`src/sv/i2cms_pkg.sv`:
```
// Shared types, codes and sizes for the I2C master transfer sequencer.
package i2cms_pkg;

   // Buffer sizing
   localparam int BUF_DEPTH = 32;
   localparam int BUF_AW    = $clog2(BUF_DEPTH);
   localparam int CNT_W     = BUF_AW + 1;

   // Request and bus event codes
   localparam logic [3:0] REQ_START_WRITE = 4'd0;
   localparam logic [3:0] REQ_START_READ  = 4'd1;
   localparam logic [3:0] REQ_START_SENT  = 4'd2;
   localparam logic [3:0] REQ_ADDR_SENT   = 4'd3;
   localparam logic [3:0] REQ_TX_EMPTY    = 4'd4;
   localparam logic [3:0] REQ_BYTE_RCVD   = 4'd5;
   localparam logic [3:0] REQ_ERROR       = 4'd6;
   localparam logic [3:0] REQ_RESET       = 4'd7;
   localparam logic [3:0] REQ_READ_BACK   = 4'd8;
   localparam logic [3:0] REQ_LOAD_TX     = 4'd9;

   // Phase codes
   localparam logic [2:0] PH_IDLE    = 3'd0;
   localparam logic [2:0] PH_TX_ADDR = 3'd1;
   localparam logic [2:0] PH_TX_DATA = 3'd2;
   localparam logic [2:0] PH_TX_DONE = 3'd3;
   localparam logic [2:0] PH_RX_ADDR = 3'd4;
   localparam logic [2:0] PH_RX_DATA = 3'd5;
   localparam logic [2:0] PH_RX_DONE = 3'd6;
   localparam logic [2:0] PH_ERROR   = 3'd7;

   // Result codes
   localparam logic [1:0] RES_OK   = 2'd0;
   localparam logic [1:0] RES_BUS  = 2'd1;
   localparam logic [1:0] RES_ARB  = 2'd2;
   localparam logic [1:0] RES_NACK = 2'd3;

   // Start request status codes
   localparam logic [1:0] STAT_ACCEPTED = 2'd0;
   localparam logic [1:0] STAT_INVALID  = 2'd1;
   localparam logic [1:0] STAT_BUSY     = 2'd2;

   // Acknowledge control codes
   localparam logic [1:0] ACK_KEEP = 2'd0;
   localparam logic [1:0] ACK_ACK  = 2'd1;
   localparam logic [1:0] ACK_NACK = 2'd2;

   // Input item
   typedef struct packed {
      logic [3:0] req_type;
      logic [6:0] target_address;
      logic [7:0] transfer_length;
      logic       stop_after_write;
      logic [7:0] byte_value;
      logic [4:0] buffer_index;
      logic       byte_finished;
      logic       bus_error_flag;
      logic       arb_lost_flag;
      logic       ack_fail_flag;
   } req_item_type;

   // Result item
   typedef struct packed {
      logic [1:0] request_status;
      logic [1:0] result_code;
      logic       drive_start;
      logic       drive_stop;
      logic       send_valid;
      logic [7:0] send_byte;
      logic [1:0] ack_control;
      logic [2:0] phase;
      logic       is_idle;
      logic [5:0] received_count;
      logic [7:0] read_data;
   } rsp_item_type;

   // Buffer write commands from the sequencer to the buffer memories
   typedef struct packed {
      logic              tx_we;
      logic [BUF_AW-1:0] tx_waddr;
      logic [7:0]        tx_wdata;
      logic              rx_we;
      logic [BUF_AW-1:0] rx_waddr;
      logic [7:0]        rx_wdata;
   } buf_wr_type;

endpackage

```
`src/sv/i2cms_buf.sv`:
```
// Transmit and receive byte stores, registered read.
module i2cms_buf (
   input  logic                        clock,
   input  logic                        rd_en,
   input  logic [i2cms_pkg::BUF_AW-1:0] tx_raddr,
   input  logic [i2cms_pkg::BUF_AW-1:0] rx_raddr,
   input  i2cms_pkg::buf_wr_type       wr,
   output logic [7:0]                  tx_rdata,
   output logic [7:0]                  rx_rdata
);

   logic [7:0] tx_mem [i2cms_pkg::BUF_DEPTH];
   logic [7:0] rx_mem [i2cms_pkg::BUF_DEPTH];
   logic [7:0] tx_rdata_ff;
   logic [7:0] rx_rdata_ff;

   // Writes
   always_ff @(posedge clock) begin
      if (wr.tx_we) begin
         tx_mem[wr.tx_waddr] <= wr.tx_wdata;
      end
      if (wr.rx_we) begin
         rx_mem[wr.rx_waddr] <= wr.rx_wdata;
      end
   end

   // Registered reads, captured when an item is taken in
   always_ff @(posedge clock) begin
      if (rd_en) begin
         tx_rdata_ff <= tx_mem[tx_raddr];
         rx_rdata_ff <= rx_mem[rx_raddr];
      end
   end

   assign tx_rdata = tx_rdata_ff;
   assign rx_rdata = rx_rdata_ff;

endmodule

```
`src/sv/i2cms_seq.sv`:
```
// Transfer sequencer state and per-item update and result logic.
module i2cms_seq (
   input  logic                         clock,
   input  logic                         reset,
   input  logic                         exec,
   input  i2cms_pkg::req_item_type      item,
   input  logic [7:0]                   tx_rdata,
   input  logic [7:0]                   rx_rdata,
   output logic [i2cms_pkg::CNT_W-1:0]  write_pos,
   output i2cms_pkg::rsp_item_type      rsp,
   output i2cms_pkg::buf_wr_type        wr
);

   logic [2:0]                  phase_ff, phase_in;
   logic [1:0]                  result_ff, result_in;
   logic [6:0]                  addr_ff, addr_in;
   logic [i2cms_pkg::CNT_W-1:0] wlen_ff, wlen_in;
   logic [i2cms_pkg::CNT_W-1:0] wpos_ff, wpos_in;
   logic [i2cms_pkg::CNT_W-1:0] rexp_ff, rexp_in;
   logic [i2cms_pkg::CNT_W-1:0] rpos_ff, rpos_in;
   logic [i2cms_pkg::CNT_W-1:0] rcnt_ff, rcnt_in;
   logic                        stop_ff, stop_in;
   i2cms_pkg::buf_wr_type       wr_cmd;

   function automatic logic idle_like(input logic [2:0] ph);
      return ph == i2cms_pkg::PH_IDLE || ph == i2cms_pkg::PH_TX_DONE ||
             ph == i2cms_pkg::PH_RX_DONE || ph == i2cms_pkg::PH_ERROR;
   endfunction

   // Next state and result for the item in execution
   always_comb begin
      logic [1:0]                  status;
      logic [i2cms_pkg::CNT_W-1:0] rp_next;
      logic [i2cms_pkg::CNT_W-1:0] idx_ext;

      phase_in  = phase_ff;
      result_in = result_ff;
      addr_in   = addr_ff;
      wlen_in   = wlen_ff;
      wpos_in   = wpos_ff;
      rexp_in   = rexp_ff;
      rpos_in   = rpos_ff;
      rcnt_in   = rcnt_ff;
      stop_in   = stop_ff;
      rsp       = '0;
      wr_cmd    = '0;
      rp_next   = rpos_ff + 1'b1;
      idx_ext   = {1'b0, item.buffer_index};

      // start request check: bad length first, then busy
      if (item.transfer_length == 8'd0 ||
          item.transfer_length > 8'(i2cms_pkg::BUF_DEPTH)) begin
         status = i2cms_pkg::STAT_INVALID;
      end else if (!idle_like(phase_ff)) begin
         status = i2cms_pkg::STAT_BUSY;
      end else begin
         status = i2cms_pkg::STAT_ACCEPTED;
      end

      unique case (item.req_type)
         i2cms_pkg::REQ_START_WRITE: begin
            rsp.request_status = status;
            if (status == i2cms_pkg::STAT_ACCEPTED) begin
               addr_in         = item.target_address;
               wlen_in         = item.transfer_length[i2cms_pkg::CNT_W-1:0];
               stop_in         = item.stop_after_write;
               wpos_in         = '0;
               result_in       = i2cms_pkg::RES_OK;
               phase_in        = i2cms_pkg::PH_TX_ADDR;
               rsp.drive_start = 1'b1;
            end
         end
         i2cms_pkg::REQ_START_READ: begin
            rsp.request_status = status;
            if (status == i2cms_pkg::STAT_ACCEPTED) begin
               addr_in         = item.target_address;
               rexp_in         = item.transfer_length[i2cms_pkg::CNT_W-1:0];
               rpos_in         = '0;
               rcnt_in         = '0;
               result_in       = i2cms_pkg::RES_OK;
               phase_in        = i2cms_pkg::PH_RX_ADDR;
               rsp.drive_start = 1'b1;
            end
         end
         i2cms_pkg::REQ_START_SENT: begin
            // address byte with read/write bit
            if (phase_ff == i2cms_pkg::PH_TX_ADDR) begin
               rsp.send_valid = 1'b1;
               rsp.send_byte  = {addr_ff, 1'b0};
            end else if (phase_ff == i2cms_pkg::PH_RX_ADDR) begin
               rsp.send_valid = 1'b1;
               rsp.send_byte  = {addr_ff, 1'b1};
            end
         end
         i2cms_pkg::REQ_ADDR_SENT: begin
            if (phase_ff == i2cms_pkg::PH_TX_ADDR) begin
               phase_in = i2cms_pkg::PH_TX_DATA;
            end else if (phase_ff == i2cms_pkg::PH_RX_ADDR) begin
               phase_in = i2cms_pkg::PH_RX_DATA;
               // single-byte read: NACK and stop right away
               if (rexp_ff == i2cms_pkg::CNT_W'(1)) begin
                  rsp.ack_control = i2cms_pkg::ACK_NACK;
                  rsp.drive_stop  = 1'b1;
               end else begin
                  rsp.ack_control = i2cms_pkg::ACK_ACK;
               end
            end
         end
         i2cms_pkg::REQ_TX_EMPTY: begin
            if (phase_ff == i2cms_pkg::PH_TX_DATA) begin
               if (wpos_ff < wlen_ff) begin
                  rsp.send_valid = 1'b1;
                  rsp.send_byte  = tx_rdata;
                  wpos_in        = wpos_ff + 1'b1;
               end else if (item.byte_finished) begin
                  rsp.drive_stop = stop_ff;
                  phase_in       = i2cms_pkg::PH_TX_DONE;
                  result_in      = i2cms_pkg::RES_OK;
               end
            end
         end
         i2cms_pkg::REQ_BYTE_RCVD: begin
            if (phase_ff == i2cms_pkg::PH_RX_DATA) begin
               wr_cmd.rx_we    = !rpos_ff[i2cms_pkg::CNT_W-1];
               wr_cmd.rx_waddr = rpos_ff[i2cms_pkg::BUF_AW-1:0];
               wr_cmd.rx_wdata = item.byte_value;
               rpos_in         = rp_next;
               // NACK ahead of the last byte
               if (rexp_ff != '0 && rp_next == rexp_ff - 1'b1) begin
                  rsp.ack_control = i2cms_pkg::ACK_NACK;
                  rsp.drive_stop  = 1'b1;
               end
               if (rp_next >= rexp_ff) begin
                  rcnt_in   = rp_next;
                  phase_in  = i2cms_pkg::PH_RX_DONE;
                  result_in = i2cms_pkg::RES_OK;
               end
            end
         end
         i2cms_pkg::REQ_ERROR: begin
            priority if (item.ack_fail_flag) begin
               result_in      = i2cms_pkg::RES_NACK;
               rsp.drive_stop = 1'b1;
            end else if (item.arb_lost_flag) begin
               result_in = i2cms_pkg::RES_ARB;
            end else if (item.bus_error_flag) begin
               result_in = i2cms_pkg::RES_BUS;
            end else begin
               result_in = result_ff;
            end
            phase_in = i2cms_pkg::PH_ERROR;
         end
         i2cms_pkg::REQ_RESET: begin
            phase_in  = i2cms_pkg::PH_IDLE;
            result_in = i2cms_pkg::RES_OK;
            wpos_in   = '0;
            wlen_in   = '0;
            rpos_in   = '0;
            rcnt_in   = '0;
         end
         i2cms_pkg::REQ_READ_BACK: begin
            if (idx_ext < rcnt_ff) begin
               rsp.read_data = rx_rdata;
            end
         end
         i2cms_pkg::REQ_LOAD_TX: begin
            wr_cmd.tx_we    = 1'b1;
            wr_cmd.tx_waddr = item.buffer_index;
            wr_cmd.tx_wdata = item.byte_value;
         end
         default: begin
         end
      endcase

      rsp.result_code    = result_in;
      rsp.phase          = phase_in;
      rsp.is_idle        = idle_like(phase_in);
      rsp.received_count = rcnt_in;
   end

   // Memory writes only for the item that executes
   always_comb begin
      wr       = wr_cmd;
      wr.tx_we = wr_cmd.tx_we && exec;
      wr.rx_we = wr_cmd.rx_we && exec;
   end

   // State registers
   always_ff @(posedge clock) begin
      if (reset) begin
         phase_ff  <= i2cms_pkg::PH_IDLE;
         result_ff <= i2cms_pkg::RES_OK;
         addr_ff   <= '0;
         wlen_ff   <= '0;
         wpos_ff   <= '0;
         rexp_ff   <= '0;
         rpos_ff   <= '0;
         rcnt_ff   <= '0;
         stop_ff   <= 1'b0;
      end else if (exec) begin
         phase_ff  <= phase_in;
         result_ff <= result_in;
         addr_ff   <= addr_in;
         wlen_ff   <= wlen_in;
         wpos_ff   <= wpos_in;
         rexp_ff   <= rexp_in;
         rpos_ff   <= rpos_in;
         rcnt_ff   <= rcnt_in;
         stop_ff   <= stop_in;
      end
   end

   assign write_pos = wpos_ff;

endmodule

```
`src/sv/i2c_master_transfer_sequencer.sv`:
```
// A taken request waits in the pending register, then executes into the output
// register; execution waits while an earlier result is still stalled there.
// Each item has a buffer read step, then an execute step; the next request is
// held off while an item sits between the two.
// A finished result waits in an output register while the next request is taken.
// Reset (synchronous) clears phase, result, counters and handshakes;
// the byte stores are not cleared.
module i2c_master_transfer_sequencer (
   input  logic                    clock,
   input  logic                    reset,
   input  logic                    req_valid,
   output logic                    req_stall,
   input  i2cms_pkg::req_item_type req_data,
   output logic                    rsp_valid,
   input  logic                    rsp_stall,
   output i2cms_pkg::rsp_item_type rsp_data
);

   logic                         pend_ff;
   i2cms_pkg::req_item_type      item_ff;
   logic                         rsp_valid_ff;
   i2cms_pkg::rsp_item_type      rsp_ff;
   logic                         accept;
   logic                         exec;
   logic [i2cms_pkg::CNT_W-1:0]  write_pos;
   logic [7:0]                   tx_rdata;
   logic [7:0]                   rx_rdata;
   i2cms_pkg::rsp_item_type      rsp_next;
   i2cms_pkg::buf_wr_type        wr;

   // Handshake: one item in flight, output register frees the result side
   assign accept    = req_valid && !pend_ff;
   assign exec      = pend_ff && (!rsp_valid_ff || !rsp_stall);
   assign req_stall = pend_ff;
   assign rsp_valid = rsp_valid_ff;
   assign rsp_data  = rsp_ff;

   // Pending item and output register control
   always_ff @(posedge clock) begin
      if (reset) begin
         pend_ff      <= 1'b0;
         rsp_valid_ff <= 1'b0;
      end else begin
         if (accept) begin
            pend_ff <= 1'b1;
         end else if (exec) begin
            pend_ff <= 1'b0;
         end
         if (exec) begin
            rsp_valid_ff <= 1'b1;
         end else if (!rsp_stall) begin
            rsp_valid_ff <= 1'b0;
         end
      end
   end

   // Payload registers
   always_ff @(posedge clock) begin
      if (accept) begin
         item_ff <= req_data;
      end
      if (exec) begin
         rsp_ff <= rsp_next;
      end
   end

   // Byte stores, read when the request transfer is taken
   i2cms_buf u_buf (
      .clock    (clock),
      .rd_en    (accept),
      .tx_raddr (write_pos[i2cms_pkg::BUF_AW-1:0]),
      .rx_raddr (req_data.buffer_index),
      .wr       (wr),
      .tx_rdata (tx_rdata),
      .rx_rdata (rx_rdata)
   );

   // Sequencer state and execution
   i2cms_seq u_seq (
      .clock     (clock),
      .reset     (reset),
      .exec      (exec),
      .item      (item_ff),
      .tx_rdata  (tx_rdata),
      .rx_rdata  (rx_rdata),
      .write_pos (write_pos),
      .rsp       (rsp_next),
      .wr        (wr)
   );

endmodule

```
`config.mk`:
```
export PLATFORM = sky130hd
export DESIGN_NAME = i2c_master_transfer_sequencer
export DESIGN_NICKNAME = d
export VERILOG_FILES = /design/src/sv/i2cms_pkg.sv /design/src/sv/i2cms_buf.sv /design/src/sv/i2cms_seq.sv /design/src/sv/i2c_master_transfer_sequencer.sv
export SDC_FILE = /design/constraint.sdc
export NUM_CORES = 1
export LEC_CHECK = 0
export ABC_AREA = 1
export BUFFER_PORTS_ARGS = -buffer_cell sky130_fd_sc_hd__buf_4
export CORE_MARGIN = 2
export CORE_UTILIZATION = 30
export CTS_CLUSTER_DIAMETER = 150
export CTS_CLUSTER_SIZE = 24
export DETAILED_ROUTE_END_ITERATION = 7
export PLACE_DENSITY = 0.47
export SETUP_SLACK_MARGIN = 0.02
export SLEW_MARGIN = 40
export SYNTH_ARGS = -nofsm -noshare
export SYNTH_HDL_FRONTEND = slang
export SYNTH_SLANG_ARGS = --single-unit
```
`constraint.sdc`:
```
create_clock -name clock -period 6.9 [get_ports clock]
set_clock_uncertainty 0.15 [all_clocks]
set_input_delay 0.345 -clock clock [delete_from_list [all_inputs] [get_ports clock]]
set_output_delay 0.345 -clock clock [all_outputs]
set_load 0.05 [all_outputs]
```
==> qor.log, run 1 <==
qor: run_status.outcome completed
qor: timing.final-max-slew-violation-count 0
qor: critical_path.crit_arrival 3.85 ns
qor: timing.slew_headroom 0.413
qor: route.drt-vias-per-instance 4.96
qor: die.dieHeight 299 um
qor: global_routing.grt_overflow_total 0
qor: cells_and_area.final.fill_count 8523
qor: critical_path.timing.critical_path.cells inv_2 > nand2_1 > nor2_4 > inv_2 > nor2_2 > inv_2 > nor4_1 > nand2_1 > nor2_1
qor: timing.setup_ws 3.16 ns
qor: critical_path.path_buf_inv 3
qor: placement.portBuffers 77
qor: die.fp_rows 108
qor: clock_network.clkTransAtPathRegs 0.10 ns
qor: power.seq_power_share 0.632
qor: route.antenna_left 0
qor: critical_path.path_delay_family simple AND/OR/NAND/NOR gates
qor: clock_network.postCtsSetupRepairBufs 0
qor: critical_path.worst_setup_path_start_kind register
qor: clock_network.clock_tree.htree_level_count 1
qor: job.maxcap_viol_count 0
qor: cells_and_area.area.growth.synth_to_final 12.2%
qor: placement.worst_setup_timing_slack_at_the_placement_stage 3.24 ns
qor: timing.maximum_clock_rate 267 MHz
qor: critical_path.worstPathRequired 7.01 ns
qor: route.via_total_after_detailed_routing 16800
qor: clock_network.clock-sinks 645
qor: clock_network.clock_tree_from_tritoncts done
qor: power.max-vdd-ir-drop 0.188 mV
qor: critical_path.worst-path-max-fanout 11
qor: global_routing.maximum_number_of_pins_on_one_net_before_global_route_repair 85
qor: power.switching_share_of_power 0.226
qor: synthesis.muxShareOfSynthArea 0
qor: timing.final.period_utilization 0.542
qor: global_routing.gr-max-usage-layer met2
qor: global_routing.grt_use_met1 0.209
qor: cells_and_area.finish.net_count 2261
qor: synthesis.yosys.cell_types.count 44
qor: clock_network.number_of_cts_inserted_buffers 31
qor: route.drt-pass1-iter-count 5
qor: critical_path.type_of_the_setup_path_with_the_least_slack register to register
qor: timing.worstMarginPinSlew 0.877 ns
qor: die.io-pin-count 78
qor: synthesis.synth_edf_count 600
qor: clock_network.clock_latency 0.66 ns
qor: route.drt-wirelength-per-cell 20.8 um
qor: global_routing.groute.layer.met2.usage 0.260
qor: power.fraction_of_power_consumed_by_the_clock_network 0.308
qor: power.power_frac_comb 0.060
qor: cells_and_area.final-seq-area 18900 sq um
qor: power.power_switching 1530 uW
qor: critical_path.crit_path_max_incr_delay 0.70 ns
qor: synthesis.synth_compound_gate_area_share 0.114
qor: synthesis.synth_simple_gate_area_share 0.115
qor: die.placeableCoreArea 86600 sq um
qor: clock_network.clock_path_buffers 3
qor: critical_path.most_common_cell_on_crit_path sky130_fd_sc_hd__inv_2
qor: route.drt-total-wl 70.4 mm
qor: timing.layout_min_cycle_time 3.74 ns
qor: clock_network.clock_root_buffer_master sky130_fd_sc_hd__clkbuf_16
qor: die.die-area 89700 sq um
qor: route.route.detailed.drc 0
qor: synthesis.post_synth.cell_area_avg 12.3 sq um
qor: critical_path.slowest_stage sky130_fd_sc_hd__nor2_1
qor: synthesis.async_s_r_ff_share_synth 0
qor: min_path.hp-class primary input to register
qor: global_routing.use_met3 0.0205
qor: route.drt_iter0_drc 1405
qor: power.p_leak 0.0109 uW
qor: global_routing.antenna_found_initial 2
qor: synthesis.syn_inst 2132
qor: synthesis.combinational_family_with_the_most_area_after_synthesis simple AND/OR/NAND/NOR gates
qor: die.floorplan.die.width 299 um
qor: die.initial_core_utilization 0.302
qor: synthesis.post_synth_fa_ha_maj_area_fraction 0.00908
qor: global_routing.grt_pass1_vias 16800
qor: clock_network.cts.repair.resized 0
qor: power.power_density 231 nW/um^2
qor: timing.hold_viol 0
qor: timing.setup_viol 0
qor: power.internal_power 5250 uW
qor: critical_path.critPathCaptureType register
qor: global_routing.global_route_wire_length_before_repair 106 mm
qor: placement.globalplace.congestion 0.835
qor: synthesis.synth_xor_area_frac 0.00435
qor: synthesis.ys_seq_elements 645
qor: timing.tns 0 ns
qor: synthesis.synth.yosys.seq_area_share 0.722
qor: synthesis.synth_fp_nets 2192
qor: timing.rsz0062_at_grt false
qor: global_routing.global_route.usage.total 0.154
qor: cells_and_area.post_route_cells_drive_above_1_share 0.0966
qor: synthesis.synth-warning-count 0
qor: synthesis.yosys_most_used_dff sky130_fd_sc_hd__edfxtp_1
qor: cells_and_area.area_of_combinational_cells_with_multiple_inputs 6410 sq um
qor: synthesis.syn_area 26200 sq um
qor: placement.dp.final_hpwl 45.8 mm
==> cells in the mapped netlist, types with 8 or more instances <==
library cell / instances / area share
sky130_fd_sc_hd__xor2_1: 10 / 0.0033
sky130_fd_sc_hd__nor2_2: 8 / 0.0019
sky130_fd_sc_hd__edfxtp_1: 600 / 0.69
sky130_fd_sc_hd__a21oi_1: 35 / 0.0067
sky130_fd_sc_hd__o22ai_1: 57 / 0.014
sky130_fd_sc_hd__a31oi_1: 9 / 0.0022
sky130_fd_sc_hd__nand3_1: 54 / 0.010
sky130_fd_sc_hd__dfxtp_1: 45 / 0.034
sky130_fd_sc_hd__nand2_2: 9 / 0.0022
sky130_fd_sc_hd__o21ai_1: 15 / 0.0029
sky130_fd_sc_hd__ha_1: 19 / 0.0091
sky130_fd_sc_hd__nor3_1: 14 / 0.0027
sky130_fd_sc_hd__o211ai_1: 8 / 0.0023
sky130_fd_sc_hd__o21ai_0: 298 / 0.057
sky130_fd_sc_hd__clkbuf_1: 89 / 0.013
sky130_fd_sc_hd__inv_2: 8 / 0.0011
sky130_fd_sc_hd__nor2_1: 413 / 0.059
sky130_fd_sc_hd__o221ai_1: 76 / 0.025
sky130_fd_sc_hd__nand4_1: 22 / 0.0053
sky130_fd_sc_hd__inv_1: 116 / 0.017
sky130_fd_sc_hd__nand2_1: 171 / 0.025
sky130_fd_sc_hd__buf_2: 15 / 0.0029
==> cell usage in the layout (no fill, tap or decap), types with 14 or more instances in the layout <==
cell type | Yosys | layout
sky130_fd_sc_hd__o221ai_1 | 76 | 76
sky130_fd_sc_hd__inv_1 | 116 | 113
sky130_fd_sc_hd__nand3_1 | 54 | 54
sky130_fd_sc_hd__a21oi_1 | 35 | 35
sky130_fd_sc_hd__nor2_2 | 8 | 31
sky130_fd_sc_hd__o21ai_0 | 298 | 298
sky130_fd_sc_hd__o22ai_1 | 57 | 57
sky130_fd_sc_hd__nand4_1 | 22 | 22
sky130_fd_sc_hd__ha_1 | 19 | 19
sky130_fd_sc_hd__dfxtp_1 | 45 | 43
sky130_fd_sc_hd__clkbuf_1 | 89 | 24
sky130_fd_sc_hd__nor2_1 | 413 | 388
sky130_fd_sc_hd__o21ai_1 | 15 | 15
sky130_fd_sc_hd__edfxtp_1 | 600 | 600
sky130_fd_sc_hd__nor3_1 | 14 | 14
sky130_fd_sc_hd__clkbuf_16 | 0 | 31
sky130_fd_sc_hd__nand2_1 | 171 | 171
sky130_fd_sc_hd__dlygate4sd3_1 | 0 | 38
sky130_fd_sc_hd__buf_4 | 3 | 105
==> worst paths after layout <==
check                                       from                  end  slack (ns)  cells after the start
worst max-delay path                 item_ff[34]  u_buf.rx_mem[12][5]        3.16                      9
worst min-delay path                 req_data[4]           item_ff[4]        0.06                      1
worst max register to register       item_ff[34]  u_buf.rx_mem[12][5]        3.16                      9
worst min register to register  u_seq.rcnt_ff[1]     u_seq.rcnt_ff[1]        0.31                      2
==> cells by family (layout without fill, tap and decap cells) <==
kind of cell	count (synthesis)	after routing
flops	645	645
fa+ha+maj	19	19
xor+xnor	13	13
compound gates	509	509
buf+inv	237	331
simple gates	709	709
other cells	0	1
==> metal layers <==
layer	wire [um]	vias up
met5	0	-
met4	1920	0
met3	3230	85
met2	33700	414
met1	31600	8405
li1	-	7857
==> state kept, by name (all words and copies together) (netlist names) <==
name / cells
item_ff: 37
req_stall: 1
rsp_data: 35
rsp_valid: 1
u_buf.rx_mem: 256
u_buf.rx_rdata: 8
u_buf.tx_mem: 256
u_buf.tx_rdata: 8
u_seq.addr_ff: 7
u_seq.phase_ff: 3
u_seq.rcnt_ff: 6
u_seq.result_ff: 2
u_seq.rexp_ff: 6
u_seq.rpos_ff: 6
u_seq.stop_ff: 1
u_seq.wlen_ff: 6
u_seq.write_pos: 6
==> per-stage QoR <==
stage / cells / hold WS, ns / utilization / instance area, sq um / power [uW]
2_1_floorplan: 2132 / 0.276 / - / 26200 / 4620
3_3_place_gp: 3284 / 0.292 / 0.324 / 28000 / 4770
3_5_place_dp: 3284 / 0.292 / 0.324 / 28000 / 4770
4_1_cts: 3380 / 0.0198 / 0.339 / 29300 / 6850
5_1_grt: 3381 / 0.0590 / 0.339 / 29400 / 7020
6_report: 3382 / 0.0646 / 0.339 / 29400 / 6790
==> power by group through the flow <==
stage               Sequential (uW)  Combinational (uW)  Clock, uW
floorplan                      4410                 205          0
detailed placement             4380                 395          0
global placement               4380                 394          0
global route                   4290                 451       2280
finish                         4290                 410       2090
CTS                            4290                 414       2150
==> area by class of cell <==
cell class                 count  share of cell area
clock inverter                 3             0.00200
tap                         1155              0.0492
antenna                        1           0.0000852
sequential                   645               0.644
inverter                     128              0.0165
clock buffer                  55              0.0295
timing repair buffer         145              0.0407
multi-input combinational   1250               0.218
==> what timing repair did <==
item	4_1_cts	5_1_grt
hold buffers	38	0
endpoints found under the hold margin	51	0
setup endpoints to repair	0	0
==> worst register-to-register path, cell delays in order (launching register included) <==
cell	delay, ns
sky130_fd_sc_hd__edfxtp_1	0.43
sky130_fd_sc_hd__inv_2	0.15
sky130_fd_sc_hd__nand2_1	0.14
sky130_fd_sc_hd__nor2_4	0.19
sky130_fd_sc_hd__inv_2	0.09
sky130_fd_sc_hd__nor2_2	0.39
sky130_fd_sc_hd__inv_2	0.27
sky130_fd_sc_hd__nor4_1	0.31
sky130_fd_sc_hd__nand2_1	0.50
sky130_fd_sc_hd__nor2_1	0.71
Power figures use the tool's default switching activity.
==> run 2, diff against run 1 <==
--- a/config.mk
+++ b/config.mk
@@ -12,7 +12,7 @@
 export CTS_CLUSTER_DIAMETER = 150
 export CTS_CLUSTER_SIZE = 24
 export DETAILED_ROUTE_END_ITERATION = 7
-export PLACE_DENSITY = 0.47
+export PLACE_DENSITY = 0.49
 export SETUP_SLACK_MARGIN = 0.02
 export SLEW_MARGIN = 40
 export SYNTH_ARGS = -nofsm -noshare
==> constraint.sdc (replaced) <==
create_clock -name clock -period 3 [get_ports clock]
set_clock_uncertainty 0.15 [all_clocks]
set_input_delay 0.15 -clock clock [delete_from_list [all_inputs] [get_ports clock]]
set_output_delay 0.15 -clock clock [all_outputs]
set_load 0.05 [all_outputs]
==> run 2 against run 1 <==
Fmax is 34% higher. First-iteration DRC count is 21% higher. Worst hold slack worse by 0.0051 ns. Design area is 2.5% higher. Critical path depth is 1 higher. Setup slack worse by 2.9 ns. Sequential power is 130% higher. Core utilization is 0.85 points higher. Clock power is 120% higher. Power is 130% higher. Non-clock buffer count is 96 higher. Clock-buffer cell count is 1 lower. Critical endpoint is now u_buf.rx_mem[25][0]. Largest power group unchanged.
==> qor.log, run 2 (synthesized netlist as in run 1, its figures left out) <==
qor: clock_network.clock_tree_from_tritoncts done
qor: clock_network.clock_tree.htree_level_count 1
qor: cells_and_area.finish.net_count 2356
qor: power.p_leak 0.0114 uW
qor: cells_and_area.num_antenna_cells 0
qor: global_routing.maximum_number_of_pins_on_one_net_before_global_route_repair 132
qor: timing.tns 0 ns
qor: timing.hold_viol 0
qor: cells_and_area.area.growth.synth_to_final 15.0%
qor: critical_path.slowest_stage sky130_fd_sc_hd__edfxtp_1
qor: die.fp_rows 108
qor: power.fraction_of_power_consumed_by_the_clock_network 0.302
qor: die.initial_core_utilization 0.302
qor: power.max-vdd-ir-drop 0.476 mV
qor: route.route.detailed.drc 0
qor: critical_path.path_buf_inv 4
qor: placement.globalplace.congestion 0.859
qor: critical_path.crit_arrival 2.96 ns
qor: critical_path.worst_setup_path_start_kind register
qor: clock_network.clock_root_buffer_master sky130_fd_sc_hd__clkbuf_16
qor: cells_and_area.final.fill_count 8531
qor: run_status.outcome completed
qor: clock_network.clkTransAtPathRegs 0.10 ns
qor: global_routing.global_route_wire_length_before_repair 108 mm
qor: critical_path.timing.critical_path.cells inv_2 > nand2_1 > nor2_4 > inv_2 > nor2_2 > inv_2 > nor4_4 > nand2_2 > nor2_1 > buf_4
qor: global_routing.global_route.usage.total 0.158
qor: critical_path.worst-path-max-fanout 11
qor: clock_network.clock_path_buffers 3
qor: route.drt-wirelength-per-cell 20.8 um
qor: critical_path.type_of_the_setup_path_with_the_least_slack register to register
qor: critical_path.worstPathRequired 3.18 ns
qor: cells_and_area.final_core_utilization 0.348
qor: route.drt-vias-per-instance 4.93
qor: route.via_total_after_detailed_routing 17100
qor: placement.dp.final_hpwl 46.3 mm
qor: route.drt_iter0_drc 1696
qor: global_routing.grt_use_met1 0.213
qor: timing.setup_viol 0
qor: timing.worst_hold_slack 0.0595 ns
qor: global_routing.groute.layer.met2.usage 0.267
qor: timing.final-max-slew-violation-count 0
qor: min_path.hp-class primary input to register
qor: critical_path.path_delay_family simple AND/OR/NAND/NOR gates
qor: critical_path.critPathCaptureType register
qor: cells_and_area.largestRegisters u_buf.rx_mem: 256 flops, u_buf.tx_mem: 256 flops, item_ff: 37 flops
qor: timing.final.period_utilization 0.928
qor: route.antenna_left 0
qor: route.drt-total-wl 72.4 mm
qor: clock_network.clock_latency 0.65 ns
qor: job.maxcap_viol_count 0
qor: die.floorplan.die.width 299 um
qor: die.die-area 89700 sq um
qor: timing.rsz0062_at_grt false
qor: global_routing.gr-max-usage-layer met2
qor: cells_and_area.final-seq-area 18900 sq um
qor: global_routing.antenna_found_initial 2
qor: timing.maximum_clock_rate 359 MHz
qor: power.power_switching 3490 uW
qor: cells_and_area.mostFrequentLayoutCells 600 x sky130_fd_sc_hd__edfxtp_1, 396 x sky130_fd_sc_hd__nor2_1, 298 x sky130_fd_sc_hd__o21ai_0
qor: route.drt-pass1-iter-count 6
qor: global_routing.use_met3 0.0251
qor: cells_and_area.layout_commonest_cell sky130_fd_sc_hd__edfxtp_1
qor: timing.layout_min_cycle_time 2.78 ns
qor: power.switching_share_of_power 0.225
qor: power.internal_power 12000 uW
qor: critical_path.crit_path_max_incr_delay 0.43 ns
qor: timing.slew_headroom 0.559
qor: die.io-pin-count 78
qor: placement.portBuffers 77
qor: die.placeableCoreArea 86600 sq um
qor: critical_path.most_common_cell_on_crit_path sky130_fd_sc_hd__inv_2
qor: clock_network.clock-sinks 645
qor: die.dieHeight 299 um
qor: power.design_power_total 15500 uW
qor: clock_network.number_of_cts_inserted_buffers 30
qor: cells_and_area.area_of_combinational_cells_with_multiple_inputs 6390 sq um
qor: power.seq_power_share 0.635
qor: timing.worstMarginPinSlew 0.660 ns
qor: power.power_frac_comb 0.063
qor: power.power_density 515 nW/um^2
qor: global_routing.grt_pass1_vias 16900
qor: cells_and_area.post_route_cells_drive_above_1_share 0.129
qor: global_routing.grt_overflow_total 0
run 2: per-stage QoR:
| stage | cell area [sq um] | worst slack, ns | cells |
|---|---|---|---|
| finish | 30100 | 0.215 | 3475 |
| global route | 30100 | 0.0362 | 3475 |
| CTS | 30100 | 0.222 | 3475 |
| detailed placement | 28800 | 0.268 | 3378 |
| global placement | 28800 | 0.320 | 3378 |
| floorplan | 26200 | 0.229 | 2132 |
run 2: path summary, 6_finish.rpt:
kind | slack [ns] | from | cells after the start | to
hold / removal | 0.06 | req_data[2] | 2 | item_ff[2]
setup / recovery | 0.22 | item_ff[34] | 10 | u_buf.rx_mem[25][0]
setup reg to reg | 0.22 | item_ff[34] | 10 | u_buf.rx_mem[25][0]
hold reg to reg | 0.32 | u_seq.wlen_ff[4] | 2 | u_seq.wlen_ff[4]
run 2: what timing repair did:
item / in CTS / in global routing
gates resized for setup: 0 / 2
hold buffers: 41 / 0
hold endpoints to repair: 66 / 0
setup endpoints to repair: 0 / 1
setup buffers: 0 / 0
run 2: layout make-up:
cell class | instances | area share
inverter | 128 | 0.0160
tap | 1155 | 0.0480
multi-input combinational | 1250 | 0.212
clock inverter | 2 | 0.000706
timing repair buffer | 241 | 0.0669
clock buffer | 54 | 0.0279
sequential | 645 | 0.628
run 2: routing by layer:
metal	routed length, um	share of wire
met1	31100	0.43
met5	0	0
met2	35200	0.49
met4	1500	0.021
met3	4560	0.063
run 2: power groups by stage:
stage               clock network, uW  logic [uW]  registers, uW
global route                     5090        1060           9860
global placement                    0         923          10100
floorplan                           0         471          10100
finish                           4680         974           9850
detailed placement                  0         927          10100
CTS                              4810         972           9850
run 2: worst register-to-register path: cells and delay by family, from the launching register on:
kind	cells	cell delay (ns)
buf+inv	4	0.60
simple gates	6	1.28
flops	1	0.43
==> run 3, diff against run 2 <==
--- a/config.mk
+++ b/config.mk
@@ -5,14 +5,12 @@
 export SDC_FILE = /design/constraint.sdc
 export NUM_CORES = 1
 export LEC_CHECK = 0
-export ABC_AREA = 1
 export BUFFER_PORTS_ARGS = -buffer_cell sky130_fd_sc_hd__buf_4
 export CORE_MARGIN = 2
 export CORE_UTILIZATION = 30
-export CTS_CLUSTER_DIAMETER = 150
 export CTS_CLUSTER_SIZE = 24
 export DETAILED_ROUTE_END_ITERATION = 7
-export PLACE_DENSITY = 0.49
+export PLACE_DENSITY = 0.47
 export SETUP_SLACK_MARGIN = 0.02
 export SLEW_MARGIN = 40
 export SYNTH_ARGS = -nofsm -noshare
==> constraint.sdc (replaced) <==
create_clock -name clock -period 2.9 [get_ports clock]
set_clock_uncertainty 0.15 [all_clocks]
set_input_delay 0.145 -clock clock [delete_from_list [all_inputs] [get_ports clock]]
set_output_delay 0.145 -clock clock [all_outputs]
set_load 0.05 [all_outputs]
==> run 3 against run 2 <==
Flip-flop and latch count did not move. Sequential share of layout area down 2.9 points. Register-to-register slack got worse by 0.12 ns. Critical path type unchanged. Clock-buffer cell count up 31. Design area up 4.8%. Wire length shrank 12%.
==> qor.log, run 3 <==
qor: clock_network.clkTransAtPathRegs 0.06 ns
qor: cells_and_area.finish.net_count 1693
qor: die.placeableCoreArea 85000 sq um
qor: power.max-vdd-ir-drop 0.351 mV
qor: min_path.hp-class primary input to register
qor: timing.worstMarginPinSlew 0.560 ns
qor: cells_and_area.final.fill_count 7871
qor: die.die-area 88000 sq um
qor: timing.final-max-slew-violation-count 0
qor: critical_path.crit_arrival 3.02 ns
qor: critical_path.slowest_stage sky130_fd_sc_hd__o41ai_4
qor: synthesis.synthDominantCellAreaShare 0.702
qor: clock_network.clock_tree.htree_level_count 3
qor: route.route.detailed.drc 0
qor: synthesis.post_synth.cell_area_avg 19.1 sq um
qor: cells_and_area.area.growth.synth_to_final 22.9%
qor: route.drt-vias-per-instance 4.70
qor: critical_path.timing.critical_path.from item_ff[18]
qor: global_routing.global_route_wire_length_before_repair 93.5 mm
qor: timing.maximum_clock_rate 357 MHz
qor: timing.rsz0062_at_grt true
qor: global_routing.grt_overflow_total 0
qor: power.p_leak 0.0106 uW
qor: synthesis.netlist_top_cells_area sky130_fd_sc_hd__edfxtp_1 70%, sky130_fd_sc_hd__mux4_2 14%, sky130_fd_sc_hd__dfxtp_1 3.5%
qor: global_routing.antenna_found_initial 3
qor: timing.layout_min_cycle_time 2.80 ns
qor: run_status.outcome completed
qor: clock_network.clock_latency 0.62 ns
qor: die.fp_rows 107
qor: route.drt_iter0_drc 947
qor: timing.tns 0 ns
qor: placement.portBuffers 77
qor: timing.slew_headroom 0.624
qor: critical_path.critPathCaptureType register
qor: synthesis.synth.most_common_cell sky130_fd_sc_hd__edfxtp_1
qor: die.io-pin-count 78
qor: route.drt-pass1-iter-count 5
qor: synthesis.synth_edf_count 600
qor: die.initial_core_utilization 0.302
qor: cells_and_area.mostFrequentLayoutCells 600 x sky130_fd_sc_hd__edfxtp_1, 223 x sky130_fd_sc_hd__buf_4, 160 x sky130_fd_sc_hd__mux4_2
qor: synthesis.yosys_most_used_dff sky130_fd_sc_hd__edfxtp_1
qor: global_routing.global_route.usage.total 0.146
qor: synthesis.syn_inst 1347
qor: timing.final.period_utilization 0.967
qor: critical_path.r2r-start item_ff[18]
qor: critical_path.timing.critical_path.cells or3_4 > o31a_4 > o41ai_4 > buf_4 > nand3_1 > or2_2 > a22o_1
qor: synthesis.async_s_r_ff_share_synth 0
qor: min_path.start_point_of_the_worst_hold_path req_data[23]
qor: clock_network.clock-sinks 645
qor: global_routing.grt_pass1_vias 13900
qor: cells_and_area.num_antenna_cells 0
qor: clock_network.number_of_cts_inserted_buffers 72
qor: critical_path.crit_path_max_incr_delay 0.47 ns
qor: timing.hold_viol 0
qor: synthesis.syn_area 25700 sq um
qor: timing.worst_hold_slack 0.0988 ns
qor: route.drt-total-wl 63.8 mm
qor: placement.dp.final_hpwl 41.3 mm
qor: route.via_total_after_detailed_routing 13300
qor: power.power_density 635 nW/um^2
qor: clock_network.clock_root_buffer_master sky130_fd_sc_hd__clkbuf_16
qor: cells_and_area.post_route_cells_drive_above_1_share 0.322
qor: timing.setup_viol 0
qor: clock_network.clock_path_buffers 3
qor: die.floorplan.die.width 297 um
qor: synthesis.cell_types_with_the_highest_counts_after_synthesis 600 x sky130_fd_sc_hd__edfxtp_1, 160 x sky130_fd_sc_hd__mux4_2, 120 x sky130_fd_sc_hd__nor2_1
qor: critical_path.worst_setup_path_start_kind register
qor: synthesis.synth_area_leader_cell sky130_fd_sc_hd__edfxtp_1
qor: synthesis.synth_fp_nets 1407
qor: cells_and_area.largestRegisters u_buf.rx_mem: 256 flops, u_buf.tx_mem: 256 flops, item_ff: 37 flops
qor: synthesis.yosys.cell_types.count 68
qor: power.design_power_total 20100 uW
qor: route.drt-wirelength-per-cell 22.5 um
qor: clock_network.clock_tree_from_tritoncts done
qor: die.dieHeight 297 um
qor: synthesis.synth.yosys.seq_area_share 0.737
qor: route.antenna_left 0
qor: critical_path.type_of_the_setup_path_with_the_least_slack register to register
qor: critical_path.worst-path-max-fanout 4
qor: synthesis.synth-warning-count 0
qor: global_routing.maximum_number_of_pins_on_one_net_before_global_route_repair 69
qor: critical_path.worstPathRequired 3.12 ns
qor: cells_and_area.layout_commonest_cell sky130_fd_sc_hd__edfxtp_1
qor: synthesis.ys_seq_elements 645
qor: placement.globalplace.congestion 0.784
qor: job.maxcap_viol_count 0
## run 3: routing by layer
metal / track usage / vias up / wire length [um]
li1: - / 5999 / -
met1: 0.202 / 6928 / 28900
met2: 0.238 / 313 / 30600
met3: 0.0280 / 81 / 3010
met4: 0.0370 / 0 / 1230
met5: 0 / - / 0
## run 3: cell families (layout without fill, tap and decap cells)
family,count (synthesis),count (layout),share of synthesized area
mux,184,184,0.150
buf+inv,87,431,0.0138
fa+ha+maj,19,19,0.00926
simple gates,301,301,0.0574
flops,645,645,0.737
compound gates,94,94,0.0271
xor+xnor,17,17,0.00580
## run 3: worst paths after layout
| kind | endpoint | slack [ns] | cells past startpoint |
|---|---|---|---|
| max | rsp_data[13] | 0.1 | 7 |
| min | item_ff[23] | 0.1 | 2 |
| max reg2reg | rsp_data[13] | 0.1 | 7 |
| min reg2reg | u_seq.wlen_ff[2] | 0.33 | 2 |
## run 3: critical path: cells and delay by family (launching register included)
kind	cells	cell delay (ns)
AND/OR/NAND/NOR	3	0.84
AO/OA/AOI/OAI	3	0.97
buffers and inverters	1	0.22
flip-flops	1	0.39
## run 3: final cells by class
class,count,area [sq um],area share
Sequential cell,645,18900,0.600
Multi-Input combinational cell,615,6460,0.205
Timing Repair Buffer,273,2250,0.0714
Clock buffer,85,1880,0.0596
Tap cell,1144,1430,0.0453
Clock inverter,47,510,0.0162
Inverter,26,97.6,0.00309
## run 3: repair_timing
action | in CTS | in global routing
hold buffers | 42 | 0
gates resized for setup | 0 | 5
setup buffers | 0 | 2
setup endpoints to repair | 0 | 27
endpoints found under the hold margin | 76 | 0
## run 3: stage by stage
stage	util	area [sq um]	setup slack, ns	std cells
4_1_cts	0.371	31500	0.0358	2833
3_5_place_dp	0.338	28700	0.0606	2659
2_1_floorplan	-	25700	0.0159	1347
3_3_place_gp	0.338	28700	0.102	2659
5_1_grt	0.371	31600	-0.00900	2835
6_report	0.371	31600	0.0964	2835
## run 3: power by group
| part | leakage, uW | internal (uW) | total (uW) | switching, uW |
|---|---|---|---|---|
| registers | 0.00606 | 10200 | 10200 | 53.7 |
| logic | 0.00338 | 292 | 740 | 448 |
| clock network | 0.00114 | 5270 | 9110 | 3840 |
| total | 0.0106 | 15700 | 20100 | 4350 |
